==> src/rtl/core/kea_ram.sv <==
`default_nettype none
module kea_ram #(
	parameter int WIDTH = 8,
	parameter int DEPTH = 16
) (
	input  wire logic                     clk,
	input  wire logic                     we,
	input  wire logic [$clog2(DEPTH)-1:0] waddr,
	input  wire logic [WIDTH-1:0]         wdata,
	input  wire logic [$clog2(DEPTH)-1:0] raddr,
	output logic      [WIDTH-1:0]         rdata
);

	logic [WIDTH-1:0] mem_q [DEPTH];

	always_ff @(posedge clk) begin
		if (we) begin
			mem_q[waddr] <= wdata;
		end
		rdata <= mem_q[raddr];
	end

endmodule
`default_nettype wire

==> config.mk <==
export PLATFORM = sky130hd
export DESIGN_NAME = kea_ram
export DESIGN_NICKNAME = d
export VERILOG_FILES = /design/src/rtl/core/kea_ram.sv
export SDC_FILE = /design/constraint.sdc
export NUM_CORES = 1
export LEC_CHECK = 0
export BUFFER_PORTS_ARGS = -buffer_cell sky130_fd_sc_hd__buf_4
export CAP_MARGIN = 20
export CORE_ASPECT_RATIO = 1.5
export CORE_MARGIN = 2
export CORE_UTILIZATION = 40
export CTS_CLUSTER_SIZE = 16
export DETAILED_ROUTE_END_ITERATION = 12
export SLEW_MARGIN = 10
export SYNTH_ARGS = -nofsm -noshare
export SYNTH_HDL_FRONTEND = slang
export SYNTH_SLANG_ARGS = --single-unit
==> constraint.sdc <==
create_clock -name clk -period 2.03 [get_ports clk]
set_clock_uncertainty 0.2 [all_clocks]
set_input_delay 0.203 -clock clk [delete_from_list [all_inputs] [get_ports clk]]
set_output_delay 0.203 -clock clk [all_outputs]
set_load 0.05 [all_outputs]
==> flow_summary.json <==
{
  "cts.path.max_buffers": 2,
  "nets": 319,
  "pre_cts_ws_ns": 0.175,
  "slew_headroom_pct": 73.6,
  "synth-xor-area-share_pct": 0,
  "synth_compound_area_share_pct": 2.33,
  "clock.fmax_mhz": 642,
  "rsz0062_at_grt": "no",
  "cp-start-kind": "flip-flop",
  "core-area_mm2": 0.0125,
  "crit_path_start": "mem_q[2][1]",
  "crit_required_ns": 2.13,
  "synth.avg_cell_area_um2": 22.5,
  "die_w_um": 96.6,
  "synthArstFlopShare_pct": 0,
  "tightestPinTransition_ns": 0.396,
  "peakVddDrop_mv": 0.519,
  "fillCellCount": 1019,
  "ys_ff_latch": 136,
  "multi_input_area_mm2": 0.00106,
  "seqPwrFrac_pct": 50.6,
  "cap_violations": 0,
  "synthCells": 229,
  "p_leak_nw": 2.17,
  "detail-route-antenna-nets": 0,
  "area_delta_synth_final_pct": 23.0,
  "start_util_pct": 41.1,
  "drive_above_1_share_pct": 33.4,
  "cts_tree": "done",
  "timing.rr.start": "mem_q[2][1]",
  "numCtsBuffers": 17,
  "switching_share_pct": 22.1,
  "cts_num_sinks": 136,
  "switchingPower_w": 0.00138,
  "clk_pin_slew_ns": 0.06,
  "synth_area_leaders": "edfxtp_1 (75%), mux4_2 (7.9%), mux4_1 (7.1%)",
  "hpwl_um": 6960,
  "syn_area_mm2": 0.00515,
  "h-tree-depth": 4,
  "report.final.slew_viol_count": 0,
  "synthSimpleGateAreaFrac_pct": 3.18,
  "wl_per_cell_um": 21.9,
  "cts_setup_buffers": 0,
  "grt_pass1_vias": 2654,
  "synth-seq-area-share_pct": 77.8,
  "dieHeight_um": 143,
  "place.gp.congestion": 0.829,
  "crit_fanout": 1,
  "root_buffer": "clkbuf_16",
  "drcViolationCount": 0,
  "hold_viol": 0,
  "fin_ws_ns": 0.473,
  "diodes": 0,
  "vias_per_cell": 5.39,
  "ys.flop_type": "edfxtp_1",
  "synth_top_family_by_area": "multiplexers",
  "p_clk_share_pct": 43.0,
  "ff_latch_area_mm2": 0.00400,
  "gr-usage-all-layers_pct": 16.2,
  "power.internal_w": 0.00487,
  "synth_common_cells": "edfxtp_1 (128), mux4_2 (18), a22oi_1 (16)",
  "num_rows": 50,
  "drt-pass1-iter-count": 5,
  "min_from": "raddr[3]",
  "cp.arrival_ns": 1.66,
  "cts_resized": 0,
  "p_per_area_mw_per_mm2": 987,
  "setup_viol_count_final": 0,
  "vias": 2535,
  "synth_warnings": 0,
  "insertion_delay_ns": 0.41,
  "synth_edf_count": 128,
  "io_pins": 26,
  "io_buffers": 25,
  "die_area_mm2": 0.0138,
  "status": "complete, no violations",
  "yosys.area.top_type": "edfxtp_1",
  "crit_type": "flip-flop to flip-flop",
  "synth.most_common_cell": "edfxtp_1",
  "period_share_pct": 76.7,
  "hold_class": "input port to flip-flop",
  "muxShareOfSynthArea_pct": 15.0,
  "grt_pass1_wl_um": 15900,
  "grt_overflow": 0,
  "drt_iter0_markers": 264,
  "synth_cell_types": 19,
  "fin_tns_setup_ns": 0,
  "synth.top_cell.area_share_pct": 74.7,
  "end_kind": "flip-flop",
  "synth_fa_ha_area_share_pct": 0,
  "p_comb_share_pct": 6.5,
  "grt_max_degree": 18,
  "synth_nets": 247,
  "min_period_ns": 1.56,
  "drt_wl_total_um": 10300,
  "antenna_found_initial": 0
}
==> flip-flops by register name, indices dropped and copies added, names as in the netlist <==
signal	flops
mem_q	128
rdata	8
==> worst paths after layout <==
kind / depth (start not counted) / end / slack [ns]
setup reg to reg: 3 / rdata[1] / 0.47
hold / removal: 4 / rdata[4] / 0.07
setup / recovery: 3 / rdata[1] / 0.47
hold reg to reg: 3 / rdata[5] / 0.48
==> layout by cell type, fill, tap and decap left out <==
| master | instances |
|---|---|
| edfxtp_1 | 128 |
| buf_4 | 51 |
| mux4_2 | 18 |
| clkbuf_16 | 17 |
| a22oi_1 | 16 |
| mux4_1 | 14 |
| nor2_1 | 13 |
| nand2_1 | 9 |
| dlygate4sd3_1 | 8 |
| dfxtp_1 | 8 |
| clkinvlp_4 | 6 |
| nor3_1 | 4 |
| buf_12 | 4 |
| clkinv_2 | 3 |
| clkinv_4 | 3 |
| nand3b_1 | 2 |
| nand2b_1 | 2 |
| inv_6 | 2 |
| nor2b_1 | 1 |
| and2_1 | 1 |
| and2b_1 | 1 |
| nand3_1 | 1 |
| or3b_2 | 1 |
| clkbuf_1 | 1 |
==> cells by family (layout without fill, tap and decap cells) <==
family                 count (synthesis)  in the layout
and+or+nand+nor                       35             35
AOI/OAI and AO/OA                     16             16
buffers and inverters                 10             95
muxes                                 32             32
DFF                                  136            136
==> repair_timing <==
item | CTS | global route
hold buffers | 8 | 0
endpoints found under the hold margin | 128 | 0
endpoints found under the setup margin | 0 | 0
==> worst max-delay path, cell delays in order, from the launching register on <==
cell      delay (ns)
edfxtp_1        0.37
mux4_1          0.50
a22oi_1         0.28
nand2_1         0.09
==> routing by layer <==
metal	vias up	part of all wire (%)	global-route usage (%)	wire (µm)
met5	-	0	0	0
met4	0	1.4	6.67	146
met3	10	5.3	4.45	547
met2	88	56	29.3	5740
met1	1319	38	18.0	3870
li1	1118	-	-	-
==> per-stage QoR <==
step	power (W)	util (%)	cells	hold WS (ns)	cell area, µm²
after floorplan	0.00344	-	229	0.102	5150
after global placement	0.00361	45.7	430	0.310	5720
after detailed placement	0.00362	45.7	430	0.321	5720
after CTS	0.00630	50.6	470	0.0602	6330
after global routing	0.00646	50.6	470	0.118	6330
final	0.00625	50.6	470	0.0707	6330
==> cell type report <==
| type | instances | share of cell area, % |
|---|---|---|
| clock inverters | 14 | 1.64 |
| flip-flops and latches | 136 | 63.2 |
| clock buffers | 18 | 6.78 |
| multi-input cells | 83 | 16.7 |
| repair buffers | 63 | 8.58 |
| well taps | 156 | 3.08 |
==> power groups by stage <==
stage	registers (W)	clock network (W)	logic [W]
after floorplan	0.00328	0	0.000159
after global placement	0.00322	0	0.000389
after detailed placement	0.00322	0	0.000396
after CTS	0.00316	0.00273	0.000410
after global routing	0.00317	0.00286	0.000433
final	0.00316	0.00268	0.000403
Power figures use the tool's default switching activity.
