<file path="src/rtl/core/kea_pkg.sv">
`default_nettype none
package kea_pkg;

	localparam int MAX_CENTERS = 16;
	localparam int MAX_SAMPLES = 4096;
	localparam int CIDX_W      = $clog2(MAX_CENTERS);
	localparam int SIDX_W      = $clog2(MAX_SAMPLES);
	localparam int CNT_W       = $clog2(MAX_CENTERS + 1);

	localparam int COORD_W = 16;
	localparam int WGT_W   = 16;
	localparam int DIST_W  = 17;
	localparam int D2_W    = 34;
	localparam int SQ_W    = 2 * COORD_W;
	localparam int WD_W    = 50;
	localparam int OBJ_W   = 62;
	localparam int CWT_W   = 28;
	localparam int SUM_W   = 44;
	localparam int ACT_W   = 5;

	localparam int ROW_W = MAX_CENTERS * DIST_W;
	localparam int MEM_W = CIDX_W + ROW_W;

	localparam logic [2:0] FN_CENTER  = 3'd0;
	localparam logic [2:0] FN_PAIR    = 3'd1;
	localparam logic [2:0] FN_MINHALF = 3'd2;
	localparam logic [2:0] FN_START   = 3'd3;
	localparam logic [2:0] FN_ASSIGN  = 3'd4;
	localparam logic [2:0] FN_READ    = 3'd5;

	typedef struct packed {
		logic [2:0]         func;
		logic [11:0]        sidx;
		logic [3:0]         center_a;
		logic [3:0]         center_b;
		logic [COORD_W-1:0] coord_r;
		logic [COORD_W-1:0] coord_g;
		logic [COORD_W-1:0] coord_b;
		logic [DIST_W-1:0]  hdist;
		logic [WGT_W-1:0]   weight;
	} in_word_t;

	typedef struct packed {
		logic [3:0]        membership;
		logic [DIST_W-1:0] upper_bound;
		logic [DIST_W-1:0] lower_bound;
		logic [WD_W-1:0]   weighted_distance;
		logic [OBJ_W-1:0]  objective;
		logic [CWT_W-1:0]  cluster_weight;
		logic [SUM_W-1:0]  cluster_sum_r;
		logic [SUM_W-1:0]  cluster_sum_g;
		logic [SUM_W-1:0]  cluster_sum_b;
	} out_word_t;

	typedef struct packed {
		logic              done;
		logic [DIST_W-1:0] root;
	} isqrt_stat_t;

endpackage
`default_nettype wire

</file>
<file path="src/rtl/core/kea_isqrt.sv">
`default_nettype none
module kea_isqrt import kea_pkg::*; (
	input  wire logic            clk,
	input  wire logic            arst_n,
	input  wire logic            start,
	input  wire logic [D2_W-1:0] value,
	output isqrt_stat_t          stat
);

	localparam int STEPS = D2_W / 2;
	localparam int STP_W = $clog2(STEPS);
	localparam int REM_W = DIST_W + 2;

	logic             busy_q;
	logic             done_q;
	logic [STP_W-1:0] cnt_q;
	logic [D2_W-1:0]  val_q;
	logic [REM_W-1:0] rem_q;
	logic [DIST_W-1:0] root_q;

	logic [REM_W+1:0] rem_sh;
	logic [REM_W+1:0] trial;
	logic             ge;
	logic [REM_W+1:0] rem_nx;

	// one result bit per step, classic digit-by-digit root
	assign rem_sh = {rem_q, val_q[D2_W-1 -: 2]};
	assign trial  = {{(REM_W - DIST_W){1'b0}}, root_q, 2'b01};
	assign ge     = rem_sh >= trial;
	assign rem_nx = ge ? rem_sh - trial : rem_sh;

	always_ff @(posedge clk or negedge arst_n) begin
		if (!arst_n) begin
			busy_q <= 1'b0;
			done_q <= 1'b0;
			cnt_q  <= '0;
		end else if (start) begin
			busy_q <= 1'b1;
			done_q <= 1'b0;
			cnt_q  <= STP_W'(STEPS - 1);
		end else if (busy_q) begin
			cnt_q <= cnt_q - 1'b1;
			if (cnt_q == '0) begin
				busy_q <= 1'b0;
				done_q <= 1'b1;
			end
		end else begin
			done_q <= 1'b0;
		end
	end

	always_ff @(posedge clk) begin
		if (start) begin
			val_q  <= value;
			rem_q  <= '0;
			root_q <= '0;
		end else if (busy_q) begin
			val_q  <= {val_q[D2_W-3:0], 2'b00};
			rem_q  <= rem_nx[REM_W-1:0];
			root_q <= {root_q[DIST_W-2:0], ge};
		end
	end

	assign stat.done = done_q;
	assign stat.root = root_q;

endmodule
`default_nettype wire

</file>
<file path="config.mk">
export PLATFORM = sky130hd
export DESIGN_NAME = kea_isqrt
export DESIGN_NICKNAME = d
export VERILOG_FILES = /design/src/rtl/core/kea_pkg.sv /design/src/rtl/core/kea_isqrt.sv
export SDC_FILE = /design/constraint.sdc
export NUM_CORES = 1
export LEC_CHECK = 0
export BUFFER_PORTS_ARGS = -buffer_cell sky130_fd_sc_hd__buf_2
export CAP_MARGIN = 0
export CORE_MARGIN = 5
export CORE_UTILIZATION = 50
export CTS_CLUSTER_SIZE = 10
export DETAILED_ROUTE_END_ITERATION = 10
export GPL_ROUTABILITY_DRIVEN = 1
export HOLD_SLACK_MARGIN = 0.05
export PLACE_DENSITY_LB_ADDON = 0.05
export SLEW_MARGIN = 25
export SYNTH_ARGS = -nofsm -noshare
export SYNTH_HDL_FRONTEND = slang
export SYNTH_SLANG_ARGS = --single-unit
</file>
<file path="constraint.sdc">
create_clock -name clk -period 5.18 [get_ports clk]
set_clock_uncertainty 0.05 [all_clocks]
set_input_delay 0.518 -clock clk [delete_from_list [all_inputs] [get_ports clk]]
set_output_delay 0.518 -clock clk [all_outputs]
set_load 0.005 [all_outputs]
</file>
==> summary.txt <==
Status
  – Outcome: completed

Synthesis
  – Synth warn: 0
  – Post-synthesis sequential area ratio: 46.3%
  – Async set or reset register ratio after synthesis: a little under a tenth
  – Cell area after synthesis: between 4000 and 5000 um^2
  – Area leader, netlist: edfxtp_1
  – Primary FF master, synth: dfxtp_1
  – Post-Syn Nets: 451
  – Synth top area share: about a quarter
  – Avg Cell Area, Syn: between 10 and 15 um^2
  – Synth area leaders: edfxtp_1 25%, dfxtp_1 17%, mux2_2 8.7%, ha_1 6.3%, mux2i_1 6.0%
  – Synthesized flop and latch total: 77
  – Netlist cell types: roughly 50
  – Post-synth EDFFs: 34
  – Cell count after synthesis: approximately 390

Layout
  – Most frequent cells in the layout: 54 x buf_2, 38 x nor2_1, 36 x dfxtp_1
  – Layout Area Growth over Synthesis: 12.9%
  – Commonest non-fill, non-tap cell in the layout: buf_2
  – Reg area: approximately 1900 um^2
  – Ant. Diodes: 0
  – Nets@finish: between 400 and 500
  – Multi-input gate area: around 2000 um^2
  – FILL cells: 748
  – Fraction of layout cells with a size suffix above 1: approximately a quarter

Drt
  – Drt first pass iters: 4
  – Avg WL per Cell: ~15 um
  – Vias/cell: ~5.5
  – Initial DRC Count: 130
  – Wirelength, routed: 8310 um
  – Total number of vias: ~3000
  – DRC Markers: 0
  – Post-route antenna net violation count: 0

Worst setup path
  – Crit start category: register
  – Critical Path Slowest Stage Cell: or4_1
  – Worst EP required: roughly 5400 ps
  – Crit path cell chain: inv_1, ha_1, o211ai_1, o21ai_2, o21ai_1, and2_1, o311a_2, or4_1, o21ai_1
  – Critical Path Sink Type: register
  – CP bufs+invs: 1
  – Peak per-stage delay on the critical path: slightly above 600 ps
  – Largest delay share family, worst path: compound AO/OA/AOI/OAI gates
  – Crit path top cell by count: o21ai_1
  – Setup CP Type: reg -> reg
  – Crit-path max FO: 24
  – Worst Path Arrival: about 3300 ps

Placement
  – RD Place Congestion: 0.839
  – Input/output buffers: between 50 and 60
  – Post-DP HPWL: between 5000 and 6000 um

Clocking
  – H-tree depth: 3
  – Cts hold-fix bufs: 1
  – Worst-case clock buffer depth: 2
  – Setup repair bufs after CTS: 0
  – Sinks on Clock Net: 77
  – Num CTS Buffers: 9
  – CTS root buffer: clkbuf_8
  – Resize count post-CTS: 0
  – Clk_lat worst skew: 350 ps
  – CTS tree: built
  – Worst-path clk slew: about 90 ps

Global route
  – Met2 usage in global routing: around a quarter
  – Initial antenna violation count: 0
  – Remaining global-route overflow: 0
  – Largest net degree at the start of global routing: 62
  – Met3 usage: about 4.3%
  – Vias in the first global route: 2971
  – Met1 Use GR: roughly a quarter
  – Busiest grt layer: met2
  – First-pass GRT wire length: 14000 um
  – Overall Global Routing Usage: between 10% and 20%

Power
  – Cell leakage power: roughly 2 nW
  – VDD IR max: about 0.25 mV
  – PwrDens: around 550 nW/um^2

Floorplanning
  – Die area: a little over 10000 um^2
  – Num rows: 33
  – Die height: between 100 and 150 um
  – Starting Density: between 50 and 60%
  – Core area: about 8000 um^2
  – Io pins: 55
  – Die width: roughly 100 um

STA
  – Unrepaired setup endpoints after global routing: no
  – Final setup vio count: 0
  – Setup TNS: 0 ps
  – Pins Over Slew Limit: 0
  – Slew @ Worst Pin: a little under 900 ps
  – Fin. Hold Viols: 0
  – Fmax: roughly 0.33 GHz
  – Min Hold Slack: between 300 and 400 ps
  – Minimum clock period: about 3000 ps
  – Final worst-path cycle share: just under 60%
  – Slew HR: roughly 40%

Hold path
  – Hold Path Class: in -> reg

Run
  – # Max-Cap Violations: 0
-- state kept, by name, indices dropped and copies added (netlist names) --
signal,flops
busy_q,1
rem_q,19
done_q,1
root_q,17
cnt_q,5
val_q,34
-- power breakdown --
part	internal [W]	switching [W]	total [W]
registers	0.000788	0.0000856	0.000874
clock network	0.000223	0.000227	0.000450
logic	0.000559	0.000692	0.00125
total	0.00157	0.00100	0.00257
-- final timing paths --
kind                                             start                     end  slack [ps]  depth (start not counted)
worst max-delay path            root_q[1]$_SDFFE_PP0P_  rem_q[13]$_SDFFE_PP0P_        2160                          9
worst min-delay path                             start  root_q[1]$_SDFFE_PP0P_         390                          2
worst max register to register  root_q[1]$_SDFFE_PP0P_  rem_q[13]$_SDFFE_PP0P_        2160                          9
worst min register to register   rem_q[2]$_SDFFE_PP0P_   rem_q[2]$_SDFFE_PP0P_         450                          2
max in group asynchronous                       arst_n    cnt_q[1]$_DFFE_PN0P_        4450                          2
min in group asynchronous                       arst_n        busy_q$_DFF_PN0_         480                          2
-- cell type report --
| cell class | instances | area share (%) |
|---|---|---|
| Timing Repair Buffer | 58 | 6.48 |
| Inverter | 23 | 1.85 |
| Sequential cell | 77 | 41.0 |
| Multi-Input combinational cell | 272 | 43.8 |
| Clock buffer | 10 | 2.73 |
| Clock inverter | 6 | 1.37 |
| Tap cell | 105 | 2.81 |
-- metal layers --
layer / routed length (um) / share of wire, %
met5: 0 / 0
met4: 141 / 1.7
met3: 322 / 3.9
met2: 3730 / 45
met1: 4120 / 50
-- synthesized netlist by cell type, types with 2 or more instances --
library cell,n
a21o_1,6
and2_1,3
o21ai_0,14
buf_2,3
nor4_1,2
clkbuf_1,12
nand2_1,19
xnor2_1,13
dfxtp_1,36
o21a_1,4
buf_1,3
dfrtp_1,7
nor2b_1,2
nor3_1,5
nand2b_1,3
a32oi_1,7
o31ai_1,3
o21ai_1,3
a211oi_1,12
edfxtp_1,34
a2111oi_0,3
o311ai_0,3
o211ai_1,4
inv_1,23
or4_1,5
xor2_1,6
mux2_2,32
ha_1,21
a21oi_1,15
nand3_1,9
buf_4,2
mux2i_1,25
nor2_1,38
-- logic make-up (layout without fill, tap and decap cells) --
logic type / Yosys count / after routing / share of synthesized area (%)
buffers and inverters: 44 / 97 / 4.29
multiplexers: 57 / 57 / 14.8
flip-flops: 77 / 77 / 46.3
AO/OA/AOI/OAI: 80 / 80 / 13.2
adder cells (fa/ha/maj): 21 / 21 / 6.35
AND/OR/NAND/NOR: 95 / 95 / 11.0
XOR/XNOR: 19 / 19 / 4.02
-- through the flow --
stage | setup slack [ps] | power (W) | util, % | std cells | cell area [um^2]
after global placement | 2060 | 0.00213 | 55.0 | 534 | 4470
after CTS | 1970 | 0.00259 | 57.5 | 551 | 4670
after global routing | 1960 | 0.00280 | 57.5 | 551 | 4670
final | 2160 | 0.00257 | 57.5 | 551 | 4670
after detailed placement | 1990 | 0.00213 | 55.0 | 534 | 4470
after floorplan | 2660 | 0.00188 | - | 393 | 4140
(Power assumes the default switching activity.)
